==> src/sv/hbfp_pkg.sv <==
// hbfp_pkg: types and constants shared by the header block field parser
// no dependencies; every other file of the block but the two interfaces refers to it by scoped names
`default_nettype none

package hbfp_pkg;

   // parse phase of the byte-level state machine
   typedef enum logic [2:0] {
      PH_IDLE        = 3'd0,
      PH_NAME_LEN    = 3'd1,
      PH_NAME_BYTES  = 3'd2,
      PH_VALUE_LEN   = 3'd3,
      PH_VALUE_BYTES = 3'd4
   } phase_type;

   // kind of event carried by a result word
   typedef enum logic [2:0] {
      KIND_INDEXED    = 3'd0,
      KIND_NAME_REF   = 3'd1,
      KIND_NAME_BYTE  = 3'd2,
      KIND_VALUE_BYTE = 3'd3,
      KIND_EMPTY      = 3'd4,
      KIND_ERROR      = 3'd5
   } kind_type;

   // representation of a header field
   typedef enum logic [1:0] {
      FORM_INDEXED     = 2'd0,
      FORM_INCREMENTAL = 2'd1,
      FORM_WITHOUT     = 2'd2,
      FORM_NEVER       = 2'd3
   } form_type;

   // error codes
   typedef enum logic [2:0] {
      ERR_NONE      = 3'd0,
      ERR_BAD_INDEX = 3'd1,
      ERR_HUFFMAN   = 3'd2,
      ERR_PREFIX    = 3'd3,
      ERR_CONTINUE  = 3'd4,
      ERR_TRUNCATED = 3'd5
   } err_type;

   localparam int COUNTER_W = 16;
   localparam int LENGTH_W  = 7;

   // queue between the parser and the output stage
   localparam int QUEUE_DEPTH = 4;
   localparam int QPTR_W      = $clog2(QUEUE_DEPTH);
   localparam int QCNT_W      = $clog2(QUEUE_DEPTH + 1);

   // event record produced by the parser, before output formatting
   typedef struct packed {
      kind_type               kind;
      form_type               form;
      logic [5:0]             name_index;
      logic [COUNTER_W-1:0]   counter;
      logic [7:0]             str_byte;
      logic                   str_end;
      err_type                err;
   } event_type;

   // queue read side as seen by the output stage
   typedef struct packed {
      logic      valid;
      event_type data;
   } queue_head_type;

endpackage

`default_nettype wire

==> src/sv/hbfp_req_if.sv <==
// hbfp_req_if: input channel of the header block field parser, one byte a word
// depends on nothing; valid/ready handshake with source and sink modports
`default_nettype none

interface hbfp_req_if;
   logic       valid;
   logic       ready;
   logic [7:0] block_byte;
   logic       block_last;

   modport source (output valid, output block_byte, output block_last, input ready);
   modport sink   (input valid, input block_byte, input block_last, output ready);
endinterface

`default_nettype wire

==> src/sv/hbfp_rsp_if.sv <==
// hbfp_rsp_if: result channel of the header block field parser, one event a word
// depends on nothing; valid/ready handshake with source and sink modports
`default_nettype none

interface hbfp_rsp_if;
   logic        valid;
   logic        ready;
   logic [2:0]  event_kind;
   logic [1:0]  field_form;
   logic [5:0]  static_index;
   logic [15:0] assigned_index;
   logic [7:0]  string_byte;
   logic        string_end;
   logic [2:0]  error_code;

   modport source (output valid, output event_kind, output field_form, output static_index,
                   output assigned_index, output string_byte, output string_end,
                   output error_code, input ready);
   modport sink   (input valid, input event_kind, input field_form, input static_index,
                   input assigned_index, input string_byte, input string_end,
                   input error_code, output ready);
endinterface

`default_nettype wire

==> src/sv/hbfp_front.sv <==
// hbfp_front: byte-level parser; classifies each accepted byte and builds an event record
// depends on hbfp_pkg and hbfp_req_if
`default_nettype none

module hbfp_front #(
   parameter int STATIC_ENTRIES = 61
) (
   input  wire logic                          clock,
   input  wire logic                          reset,
   hbfp_req_if.sink                           req_bus,
   input  wire logic                          queue_full,
   input  wire logic                          csr_wr_en,
   input  wire logic [hbfp_pkg::COUNTER_W-1:0] csr_wr_data,
   output logic                               push,
   output hbfp_pkg::event_type                push_data
);

   localparam logic [6:0] INDEX_MAX = 7'(STATIC_ENTRIES);

   hbfp_pkg::phase_type                    phase_ff, phase_in;
   logic [hbfp_pkg::LENGTH_W-1:0]          remaining_ff, remaining_in;
   hbfp_pkg::form_type                     form_ff, form_in;
   logic [5:0]                             name_ff, name_in;
   logic [hbfp_pkg::COUNTER_W-1:0]         counter_ff, counter_in;
   logic                                   hold_ff, hold_in;

   logic                                   accept;
   logic [7:0]                             b;
   logic                                   last;
   logic                                   is_indexed;
   logic                                   is_incremental;
   logic                                   is_literal4;
   hbfp_pkg::form_type                     lit_form;
   logic [5:0]                             lit_index;
   logic [hbfp_pkg::LENGTH_W-1:0]          remaining_dec;
   hbfp_pkg::err_type                      prefix_err;
   hbfp_pkg::err_type                      length_err;
   hbfp_pkg::err_type                      step_err;
   hbfp_pkg::phase_type                    phase_step;

   // no word is taken while reset is high
   assign req_bus.ready = !queue_full && !reset;
   assign accept        = req_bus.valid && !queue_full && !reset;
   assign b             = req_bus.block_byte;
   assign last          = req_bus.block_last;

   // prefix and length byte decode
   always_comb begin
      is_indexed     = b[7];
      is_incremental = (b[7:6] == 2'b01);
      is_literal4    = (b[7:5] == 3'b000);
      lit_form       = is_incremental ? hbfp_pkg::FORM_INCREMENTAL
                     : (b[4] ? hbfp_pkg::FORM_NEVER : hbfp_pkg::FORM_WITHOUT);
      lit_index      = is_incremental ? b[5:0] : {2'b00, b[3:0]};
      remaining_dec  = remaining_ff - 7'd1;

      priority if (is_indexed) begin
         if (b[6:0] == 7'h7F)
            prefix_err = hbfp_pkg::ERR_CONTINUE;
         else if (b[6:0] == 7'd0 || b[6:0] > INDEX_MAX)
            prefix_err = hbfp_pkg::ERR_BAD_INDEX;
         else
            prefix_err = hbfp_pkg::ERR_NONE;
      end else if (is_incremental) begin
         if (b[5:0] == 6'h3F)
            prefix_err = hbfp_pkg::ERR_CONTINUE;
         else if ({1'b0, b[5:0]} > INDEX_MAX)
            prefix_err = hbfp_pkg::ERR_BAD_INDEX;
         else
            prefix_err = hbfp_pkg::ERR_NONE;
      end else if (is_literal4) begin
         if (b[3:0] == 4'hF)
            prefix_err = hbfp_pkg::ERR_CONTINUE;
         else if ({3'b000, b[3:0]} > INDEX_MAX)
            prefix_err = hbfp_pkg::ERR_BAD_INDEX;
         else
            prefix_err = hbfp_pkg::ERR_NONE;
      end else begin
         prefix_err = hbfp_pkg::ERR_PREFIX;
      end

      priority if (b[7])
         length_err = hbfp_pkg::ERR_HUFFMAN;
      else if (b[6:0] == 7'h7F)
         length_err = hbfp_pkg::ERR_CONTINUE;
      else
         length_err = hbfp_pkg::ERR_NONE;
   end

   // error of this byte and the phase it leads to when no error occurs
   always_comb begin
      step_err   = hbfp_pkg::ERR_NONE;
      phase_step = phase_ff;
      unique case (phase_ff)
         hbfp_pkg::PH_IDLE: begin
            step_err = prefix_err;
            if (!is_indexed)
               phase_step = (lit_index != 6'd0) ? hbfp_pkg::PH_VALUE_LEN
                                                : hbfp_pkg::PH_NAME_LEN;
         end
         hbfp_pkg::PH_NAME_LEN: begin
            step_err   = length_err;
            phase_step = (b[6:0] == 7'd0) ? hbfp_pkg::PH_VALUE_LEN : hbfp_pkg::PH_NAME_BYTES;
         end
         hbfp_pkg::PH_VALUE_LEN: begin
            step_err   = length_err;
            phase_step = (b[6:0] == 7'd0) ? hbfp_pkg::PH_IDLE : hbfp_pkg::PH_VALUE_BYTES;
         end
         hbfp_pkg::PH_NAME_BYTES: begin
            if (remaining_dec == 7'd0)
               phase_step = hbfp_pkg::PH_VALUE_LEN;
         end
         hbfp_pkg::PH_VALUE_BYTES: begin
            if (remaining_dec == 7'd0)
               phase_step = hbfp_pkg::PH_IDLE;
         end
         default: begin
            phase_step = hbfp_pkg::PH_IDLE;
         end
      endcase
   end

   // next state
   always_comb begin
      phase_in     = phase_ff;
      remaining_in = remaining_ff;
      form_in      = form_ff;
      name_in      = name_ff;
      counter_in   = counter_ff;
      hold_in      = hold_ff;

      if (accept) begin
         if (hold_ff) begin
            // drop bytes up to the end of the block after an error
            if (last) begin
               hold_in  = 1'b0;
               phase_in = hbfp_pkg::PH_IDLE;
            end
         end else if (step_err != hbfp_pkg::ERR_NONE) begin
            phase_in = hbfp_pkg::PH_IDLE;
            hold_in  = !last;
         end else begin
            phase_in = last ? hbfp_pkg::PH_IDLE : phase_step;
            unique case (phase_ff)
               hbfp_pkg::PH_IDLE: begin
                  if (!is_indexed) begin
                     form_in = lit_form;
                     name_in = lit_index;
                     if (is_incremental)
                        counter_in = counter_ff + 16'd1;
                  end
               end
               hbfp_pkg::PH_NAME_LEN, hbfp_pkg::PH_VALUE_LEN: begin
                  if (b[6:0] != 7'd0)
                     remaining_in = b[6:0];
               end
               hbfp_pkg::PH_NAME_BYTES, hbfp_pkg::PH_VALUE_BYTES: begin
                  remaining_in = remaining_dec;
               end
               default: begin
                  phase_in = hbfp_pkg::PH_IDLE;
               end
            endcase
         end
      end

      // start value of the counter
      if (csr_wr_en)
         counter_in = csr_wr_data;
   end

   // event record for the queue
   always_comb begin
      logic              have;
      logic              trunc;
      hbfp_pkg::kind_type kind;

      have  = 1'b0;
      kind  = hbfp_pkg::KIND_ERROR;
      trunc = last && (phase_step != hbfp_pkg::PH_IDLE);

      unique case (phase_ff)
         hbfp_pkg::PH_IDLE: begin
            if (is_indexed) begin
               have = 1'b1;
               kind = hbfp_pkg::KIND_INDEXED;
            end else if (lit_index != 6'd0) begin
               have = 1'b1;
               kind = hbfp_pkg::KIND_NAME_REF;
            end
         end
         hbfp_pkg::PH_NAME_LEN: begin
            have = 1'b0;
         end
         hbfp_pkg::PH_VALUE_LEN: begin
            if (b[6:0] == 7'd0) begin
               have = 1'b1;
               kind = hbfp_pkg::KIND_EMPTY;
            end
         end
         hbfp_pkg::PH_NAME_BYTES: begin
            have = 1'b1;
            kind = hbfp_pkg::KIND_NAME_BYTE;
         end
         hbfp_pkg::PH_VALUE_BYTES: begin
            have = 1'b1;
            kind = hbfp_pkg::KIND_VALUE_BYTE;
         end
         default: begin
            have  = 1'b0;
            trunc = 1'b0;
         end
      endcase

      push_data.kind       = have ? kind : hbfp_pkg::KIND_ERROR;
      push_data.form       = (phase_ff == hbfp_pkg::PH_IDLE && is_indexed)
                           ? hbfp_pkg::FORM_INDEXED : form_in;
      push_data.name_index = (phase_ff == hbfp_pkg::PH_IDLE && is_indexed)
                           ? b[5:0] : name_in;
      push_data.counter    = counter_in;
      push_data.str_byte   = (kind == hbfp_pkg::KIND_NAME_BYTE
                              || kind == hbfp_pkg::KIND_VALUE_BYTE) ? b : 8'd0;
      push_data.str_end    = (kind == hbfp_pkg::KIND_NAME_BYTE
                              || kind == hbfp_pkg::KIND_VALUE_BYTE)
                              && (remaining_dec == 7'd0);
      push_data.err        = hbfp_pkg::ERR_NONE;
      push                 = 1'b0;

      if (accept && !hold_ff) begin
         if (step_err != hbfp_pkg::ERR_NONE) begin
            push           = 1'b1;
            push_data.kind = hbfp_pkg::KIND_ERROR;
            push_data.err  = step_err;
         end else if (have || trunc) begin
            push          = 1'b1;
            push_data.err = trunc ? hbfp_pkg::ERR_TRUNCATED : hbfp_pkg::ERR_NONE;
         end
      end
   end

   // state registers
   always_ff @(posedge clock) begin
      if (reset) begin
         phase_ff     <= hbfp_pkg::PH_IDLE;
         remaining_ff <= '0;
         form_ff      <= hbfp_pkg::FORM_INDEXED;
         name_ff      <= '0;
         counter_ff   <= '0;
         hold_ff      <= 1'b0;
      end else begin
         phase_ff     <= phase_in;
         remaining_ff <= remaining_in;
         form_ff      <= form_in;
         name_ff      <= name_in;
         counter_ff   <= counter_in;
         hold_ff      <= hold_in;
      end
   end

endmodule

`default_nettype wire

==> src/sv/hbfp_queue.sv <==
// hbfp_queue: short first-in first-out queue of event records between parser and output
// depends on hbfp_pkg
`default_nettype none

module hbfp_queue (
   input  wire logic                 clock,
   input  wire logic                 reset,
   input  wire logic                 push,
   input  hbfp_pkg::event_type       push_data,
   input  wire logic                 pop,
   output logic                      full,
   output hbfp_pkg::queue_head_type  head
);

   hbfp_pkg::event_type                entry_ff [hbfp_pkg::QUEUE_DEPTH];
   logic [hbfp_pkg::QPTR_W-1:0]        wr_ptr_ff, wr_ptr_in;
   logic [hbfp_pkg::QPTR_W-1:0]        rd_ptr_ff, rd_ptr_in;
   logic [hbfp_pkg::QCNT_W-1:0]        count_ff, count_in;

   assign full       = (count_ff == hbfp_pkg::QCNT_W'(hbfp_pkg::QUEUE_DEPTH));
   assign head.valid = (count_ff != '0);
   assign head.data  = entry_ff[rd_ptr_ff];

   // pointer and fill count update
   always_comb begin
      wr_ptr_in = push ? hbfp_pkg::QPTR_W'(wr_ptr_ff + 1'b1) : wr_ptr_ff;
      rd_ptr_in = pop  ? hbfp_pkg::QPTR_W'(rd_ptr_ff + 1'b1) : rd_ptr_ff;
      unique case ({push, pop})
         2'b10:   count_in = count_ff + 1'b1;
         2'b01:   count_in = count_ff - 1'b1;
         default: count_in = count_ff;
      endcase
   end

   always_ff @(posedge clock) begin
      if (reset) begin
         wr_ptr_ff <= '0;
         rd_ptr_ff <= '0;
         count_ff  <= '0;
      end else begin
         wr_ptr_ff <= wr_ptr_in;
         rd_ptr_ff <= rd_ptr_in;
         count_ff  <= count_in;
      end
   end

   // entry storage
   always_ff @(posedge clock) begin
      if (push)
         entry_ff[wr_ptr_ff] <= push_data;
   end

endmodule

`default_nettype wire

==> src/sv/hbfp_back.sv <==
// hbfp_back: output stage; formats queued event records into result words
// depends on hbfp_pkg and hbfp_rsp_if
`default_nettype none

module hbfp_back (
   input  wire logic                 clock,
   input  wire logic                 reset,
   input  hbfp_pkg::queue_head_type  head,
   output logic                      pop,
   hbfp_rsp_if.source                rsp_bus
);

   logic        valid_ff, valid_in;
   logic [2:0]  kind_ff, kind_in;
   logic [1:0]  form_ff, form_in;
   logic [5:0]  index_ff, index_in;
   logic [15:0] assigned_ff, assigned_in;
   logic [7:0]  byte_ff, byte_in;
   logic        end_ff, end_in;
   logic [2:0]  err_ff, err_in;

   logic        is_error;
   logic        is_string;

   assign pop = head.valid && (!valid_ff || rsp_bus.ready);

   // field formatting: error-only words carry nothing but the kind and the code
   always_comb begin
      is_error  = (head.data.kind == hbfp_pkg::KIND_ERROR);
      is_string = (head.data.kind == hbfp_pkg::KIND_NAME_BYTE)
               || (head.data.kind == hbfp_pkg::KIND_VALUE_BYTE);

      kind_in     = head.data.kind;
      form_in     = is_error ? hbfp_pkg::FORM_INDEXED : head.data.form;
      index_in    = is_error ? 6'd0 : head.data.name_index;
      assigned_in = (!is_error && head.data.form == hbfp_pkg::FORM_INCREMENTAL)
                  ? head.data.counter : 16'd0;
      byte_in     = is_string ? head.data.str_byte : 8'd0;
      end_in      = is_string && head.data.str_end;
      err_in      = head.data.err;

      valid_in    = pop || (valid_ff && !rsp_bus.ready);
   end

   always_ff @(posedge clock) begin
      if (reset)
         valid_ff <= 1'b0;
      else
         valid_ff <= valid_in;
   end

   // output word register
   always_ff @(posedge clock) begin
      if (pop) begin
         kind_ff     <= kind_in;
         form_ff     <= form_in;
         index_ff    <= index_in;
         assigned_ff <= assigned_in;
         byte_ff     <= byte_in;
         end_ff      <= end_in;
         err_ff      <= err_in;
      end
   end

   assign rsp_bus.valid          = valid_ff;
   assign rsp_bus.event_kind     = kind_ff;
   assign rsp_bus.field_form     = form_ff;
   assign rsp_bus.static_index   = index_ff;
   assign rsp_bus.assigned_index = assigned_ff;
   assign rsp_bus.string_byte    = byte_ff;
   assign rsp_bus.string_end     = end_ff;
   assign rsp_bus.error_code     = err_ff;

endmodule

`default_nettype wire

==> src/sv/header_block_field_parser.sv <==
// header_block_field_parser: top level; parser front, event queue and output stage
// depends on hbfp_pkg, hbfp_req_if, hbfp_rsp_if, hbfp_front, hbfp_queue, hbfp_back
//
//   channel   direction  word contents
//   req_bus   in         block_byte, block_last
//   rsp_bus   out        event_kind, field_form, static_index, assigned_index,
//                        string_byte, string_end, error_code
//   csr_*     in         assigned_index_start (16 bits, write only)
//
// one byte is taken per cycle while the event queue has room; its event, if any, is
// queued at the accepting edge and reaches rsp_bus through the output register
// reset is synchronous; the field counter restarts at zero and req_bus ready stays low
// while reset is high
// a stalled rsp_bus fills the four-word event queue and the output register (five
// events), after which req_bus ready drops
`default_nettype none

module header_block_field_parser #(
   parameter int STATIC_ENTRIES = 61
) (
   input  wire logic        clock,
   input  wire logic        reset,
   hbfp_req_if.sink         req_bus,
   hbfp_rsp_if.source       rsp_bus,
   input  wire logic        csr_wr_en,
   input  wire logic [15:0] csr_wr_data
);

   logic                     push;
   hbfp_pkg::event_type      push_data;
   logic                     pop;
   logic                     queue_full;
   hbfp_pkg::queue_head_type head;

   // byte parser
   hbfp_front #(
      .STATIC_ENTRIES (STATIC_ENTRIES)
   ) u_front (
      .clock       (clock),
      .reset       (reset),
      .req_bus     (req_bus),
      .queue_full  (queue_full),
      .csr_wr_en   (csr_wr_en),
      .csr_wr_data (csr_wr_data),
      .push        (push),
      .push_data   (push_data)
   );

   // event queue
   hbfp_queue u_queue (
      .clock     (clock),
      .reset     (reset),
      .push      (push),
      .push_data (push_data),
      .pop       (pop),
      .full      (queue_full),
      .head      (head)
   );

   // output stage
   hbfp_back u_back (
      .clock   (clock),
      .reset   (reset),
      .head    (head),
      .pop     (pop),
      .rsp_bus (rsp_bus)
   );

endmodule

`default_nettype wire
==> src/flat_wrapper.sv <==
// flat-port wrapper written by rule: the top's interface ports become plain ports
module header_block_field_parser_flat 
#(
   parameter int STATIC_ENTRIES = 61
)
  (clock, reset, csr_wr_en, csr_wr_data, req_bus_valid, req_bus_block_byte, req_bus_block_last, req_bus_ready, rsp_bus_valid, rsp_bus_event_kind, rsp_bus_field_form, rsp_bus_static_index, rsp_bus_assigned_index, rsp_bus_string_byte, rsp_bus_string_end, rsp_bus_error_code, rsp_bus_ready);
  hbfp_req_if req_bus_i ();
  hbfp_rsp_if rsp_bus_i ();
  input  wire logic clock;
  input  wire logic reset;
  input  wire logic csr_wr_en;
  input  wire logic [15:0] csr_wr_data;
  input wire logic [$bits(req_bus_i.valid)-1:0] req_bus_valid;
  input wire logic [$bits(req_bus_i.block_byte)-1:0] req_bus_block_byte;
  input wire logic [$bits(req_bus_i.block_last)-1:0] req_bus_block_last;
  output wire logic [$bits(req_bus_i.ready)-1:0] req_bus_ready;
  output wire logic [$bits(rsp_bus_i.valid)-1:0] rsp_bus_valid;
  output wire logic [$bits(rsp_bus_i.event_kind)-1:0] rsp_bus_event_kind;
  output wire logic [$bits(rsp_bus_i.field_form)-1:0] rsp_bus_field_form;
  output wire logic [$bits(rsp_bus_i.static_index)-1:0] rsp_bus_static_index;
  output wire logic [$bits(rsp_bus_i.assigned_index)-1:0] rsp_bus_assigned_index;
  output wire logic [$bits(rsp_bus_i.string_byte)-1:0] rsp_bus_string_byte;
  output wire logic [$bits(rsp_bus_i.string_end)-1:0] rsp_bus_string_end;
  output wire logic [$bits(rsp_bus_i.error_code)-1:0] rsp_bus_error_code;
  input wire logic [$bits(rsp_bus_i.ready)-1:0] rsp_bus_ready;
  assign req_bus_i.valid = req_bus_valid;
  assign req_bus_i.block_byte = req_bus_block_byte;
  assign req_bus_i.block_last = req_bus_block_last;
  assign req_bus_ready = req_bus_i.ready;
  assign rsp_bus_valid = rsp_bus_i.valid;
  assign rsp_bus_event_kind = rsp_bus_i.event_kind;
  assign rsp_bus_field_form = rsp_bus_i.field_form;
  assign rsp_bus_static_index = rsp_bus_i.static_index;
  assign rsp_bus_assigned_index = rsp_bus_i.assigned_index;
  assign rsp_bus_string_byte = rsp_bus_i.string_byte;
  assign rsp_bus_string_end = rsp_bus_i.string_end;
  assign rsp_bus_error_code = rsp_bus_i.error_code;
  assign rsp_bus_i.ready = rsp_bus_ready;
  header_block_field_parser #(.STATIC_ENTRIES(STATIC_ENTRIES)) u_core (.clock(clock), .reset(reset), .req_bus(req_bus_i), .rsp_bus(rsp_bus_i), .csr_wr_en(csr_wr_en), .csr_wr_data(csr_wr_data));
endmodule
==> config.mk <==
export PLATFORM = sky130hd
export DESIGN_NAME = header_block_field_parser_flat
export DESIGN_NICKNAME = d
export VERILOG_FILES = /design/src/sv/hbfp_pkg.sv /design/src/sv/hbfp_req_if.sv /design/src/sv/hbfp_rsp_if.sv /design/src/sv/hbfp_front.sv /design/src/sv/hbfp_queue.sv /design/src/sv/hbfp_back.sv /design/src/sv/header_block_field_parser.sv /design/src/flat_wrapper.sv
export SDC_FILE = /design/constraint.sdc
export NUM_CORES = 1
export LEC_CHECK = 0
export BUFFER_PORTS_ARGS = -buffer_cell sky130_fd_sc_hd__buf_4
export CORE_ASPECT_RATIO = 1.1
export CORE_MARGIN = 2
export CORE_UTILIZATION = 55
export CTS_BUF_LIST = sky130_fd_sc_hd__clkbuf_4
export CTS_CLUSTER_SIZE = 10
export DETAILED_ROUTE_END_ITERATION = 10
export PLACE_DENSITY = 0.77
export SETUP_SLACK_MARGIN = 0.02
export SLEW_MARGIN = 20
export SYNTH_ARGS = -nofsm -noshare
export SYNTH_HDL_FRONTEND = slang
export SYNTH_SLANG_ARGS = --single-unit
==> constraint.sdc <==
create_clock -name clock -period 4.2 [get_ports clock]
set_clock_uncertainty 0.05 [all_clocks]
set_input_delay 0.42 -clock clock [delete_from_list [all_inputs] [get_ports clock]]
set_output_delay 0.42 -clock clock [all_outputs]
set_load 0.01 [all_outputs]
==> metrics <==
pin count of the biggest net entering global routing=between 40 and 50; first-pass GRT wire length=34800 um; CP Max Fanout=7; clk sink count=240; # H-tree levels=2; routed length per instance=20.08 um; leak pwr=4.151 nW; Area Growth Syn to Fin=15.43%; worst path bufs/invs=1; Worst path max stage delay=0.45 ns; mean number of vias per cell=5.905; CP Capture Type=register; Max-Cap Viols=0; outcome=finished, final reports clean; FFs w/ async S/R, synth=0; CP startpoint kind=register; die area=19820 um2; Final Hold Viols=0; total core area=18350 um2; Layout fillers=1353; critical path arrival=around 4 ns; die height=147.4 um; All-Layer GR Usage=0.2301; Die Wd=~130 um; number of synthesized flops with an enable pin=roughly 200; layout cells sized above 1=0.2748; max-slew violation count=0; CP most frequent cell=ha_1; Top FF cell, synth=edfxtp_1; syn_nets=747; synth unique cells=68; Antenna Nets Post-Route=0; HP Class=primary input to register; Critical Path RT=~4.7 ns; Worst-Skew Late Latency=~0.66 ns; post-synthesis area per instance=around 15 um2; CP Cell Sequence=inv_1 -> ha_1 -> or3b_1 -> or4_4 -> nand3_1 -> o2111a_2 -> a2bb2oi_4 -> ha_1 -> fa_1 -> xnor2_1 -> or3_1 -> a21oi_1; Pre-Repair DR Iteration Count=5; Rows=52; TNS Setup=0 ns; Initial Util=0.5607; routability cong.=0.8763; Post-Layout Cell Count=1110; CTS max path bufs=3; minimum clock period=3.550 ns; dpl hpwl=15110 um; Slowest cell on crit path=or4_4; Post-CTS Setup Inserts=0; root buffer cell=clkbuf_4; placed instance area=11130 um2; I/O pin count=71; vias in the first global route=6492; unrepaired setup endpoints after global routing=false; total number of vias=approximately 6600; IO buf count=70; Clock transition at path regs=0.07 ns; initial antenna violation count=1; drt initial violations=~630; Worst Max-Slew Pin Slew=0.6970 ns; Reg2Reg Depth=12; Final Cell Area=11880 um2; Peak VDD IR=634.3 uV; post-layout util=0.6472; Mapped Area=about 10000 um2; P per Cell Area=roughly 550 nW/um2; CTS tree=yes; placed insts=between 1000 and 1500; Fmax=281.7 MHz; Detailed Route WL=22290 um; fin crit share=0.8451; TritonCTS Buffers=55; DR DRC count=0; Seq cells post-synth=240; cells after synthesis=708; GRT Residual Overflow=0; Min-Delay Path Depth=3; Crit path max-delay family=simple AND/OR/NAND/NOR gates; Layout Nets=860; synth warn=0; WP depth=12; sequential share of the synthesized area=0.6568; final setup vio count=0; critical path type=register to register; Worst slew margin=0.5325
[worst min-delay path, stage by stage]
cell and delay [ns]:
buf_4 0.08, a21oi_1 0.07, a21oi_1 0.11
[per-stage QoR]
step / hold WS (ns) / setup WS, ns / power, mW
after CTS: 0.007438 / 0.6591 / 6.622
after floorplan: 0.3822 / 0.03691 / 4.231
after global placement: 0.3897 / 0.8146 / 4.837
after detailed placement: 0.3949 / 0.7118 / 4.891
after global routing: 0.01640 / 0.4398 / 6.867
final: 0.06098 / 0.6504 / 6.537
[power by group]
| part | internal, mW | total [mW] | switching, mW |
|---|---|---|---|
| sequential | 3.09 | 3.25 | 0.168 |
| combinational | 0.743 | 1.57 | 0.825 |
| clock | 0.863 | 1.72 | 0.852 |
| total | 4.69 | 6.54 | 1.84 |
[worst paths after layout]
| path | start | end | slack [ns] |
|---|---|---|---|
| worst max register to register | u_core.u_front.remaining_ff[0]$_SDFFE_PP0P_ | u_core.u_queue.count_ff[2]$_SDFFE_PP0P_ | 0.65 |
| worst max-delay path | u_core.u_front.remaining_ff[0]$_SDFFE_PP0P_ | u_core.u_queue.count_ff[2]$_SDFFE_PP0P_ | 0.65 |
| worst min register to register | u_core.u_front.name_ff[1]$_SDFF_PP0_ | u_core.u_front.name_ff[1]$_SDFF_PP0_ | 0.40 |
| worst min-delay path | csr_wr_data[6] | u_core.u_front.counter_ff[6]$_SDFF_PP0_ | 0.06 |
[cell type report]
| cell class | count | area, um2 | area share |
|---|---|---|---|
| diodes | 1 | 2.502 | 0.0002107 |
| clock buffers | 78 | 585.6 | 0.04931 |
| clock inverters | 24 | 101.3 | 0.008534 |
| inverters | 18 | 67.56 | 0.005690 |
| multi-input cells | 415 | 3358 | 0.2828 |
| flip-flops and latches | 240 | 6758 | 0.5691 |
| well taps | 243 | 304.0 | 0.02560 |
| repair buffers | 91 | 698.2 | 0.05879 |
[flip-flops by register name (all words and copies together), names as in the netlist, 2 cells and up, named ones only]
name,cells
u_core.u_queue.entry_ff,156
u_core.u_back.rsp_bus.assigned_index,16
u_core.u_front.counter_ff,16
u_core.u_back.rsp_bus.string_byte,8
u_core.u_front.remaining_ff,7
u_core.u_back.rsp_bus.static_index,6
u_core.u_front.name_ff,6
u_core.u_back.rsp_bus.error_code,3
u_core.u_back.rsp_bus.event_kind,3
u_core.u_front.phase_ff,3
u_core.u_queue.count_ff,3
u_core.u_back.rsp_bus.field_form,2
u_core.u_front.form_ff,2
u_core.u_queue.rd_ptr_ff,2
u_core.u_queue.wr_ptr_ff,2
[cells in the final DEF (no fill, tap or decap), drive strengths merged, types with 6 or more instances in the layout]
master       instances
dfxtp               45
mux4                39
edfxtp             195
buf                 85
a211oi               8
nand2               38
and3                17
nand2b               7
nor2                34
nor3                11
dlygate4sd3          6
nor2b               47
ha                   8
mux2i                7
o21ai               15
nor4                14
xnor2                7
clkinv              24
a21oi               43
nand4                7
nand3               31
clkbuf              78
a31oi               10
inv                 17
[logic make-up after synthesis]
group,share of synthesized area
flip-flops,0.6568
adder cells (fa/ha/maj),0.01168
multiplexers,0.09766
XOR/XNOR,0.01022
buffers and inverters,0.02141
AND/OR/NAND/NOR,0.1259
AO/OA/AOI/OAI,0.07638
[routing by layer]
| metal | GRT usage | share of wire |
|---|---|---|
| met5 | 0 | 0 |
| met4 | 0.07263 | 0.019 |
| met3 | 0.05007 | 0.059 |
| met2 | 0.3758 | 0.50 |
| met1 | 0.3124 | 0.42 |
[cell usage after synthesis (all sizes together) (4+ instances only)]
cell type | count | share of area
edfxtp | 195 | 0.57
nor2b | 47 | 0.029
dfxtp | 45 | 0.088
a21oi | 43 | 0.021
mux4 | 39 | 0.085
nand2 | 38 | 0.014
nor2 | 34 | 0.012
nand3 | 31 | 0.016
buf | 19 | 0.0090
and3 | 17 | 0.010
inv | 17 | 0.0062
clkbuf | 16 | 0.0058
o21ai | 15 | 0.0073
nor4 | 14 | 0.011
nor3 | 11 | 0.0063
a31oi | 10 | 0.0061
a211oi | 8 | 0.0058
ha | 8 | 0.0097
mux2i | 7 | 0.0068
nand2b | 7 | 0.0043
nand4 | 7 | 0.0049
xnor2 | 7 | 0.0060
mux2 | 5 | 0.0055
o32ai | 5 | 0.0043
xor2 | 5 | 0.0043
a2111oi | 4 | 0.0052
a41oi | 4 | 0.0034
[repair_timing]
action / CTS / global route
endpoints found under the hold margin: 7 / 0
gates resized for setup: 0 / 0
hold buffers: 6 / 0
Power figures use the tool's default switching activity.
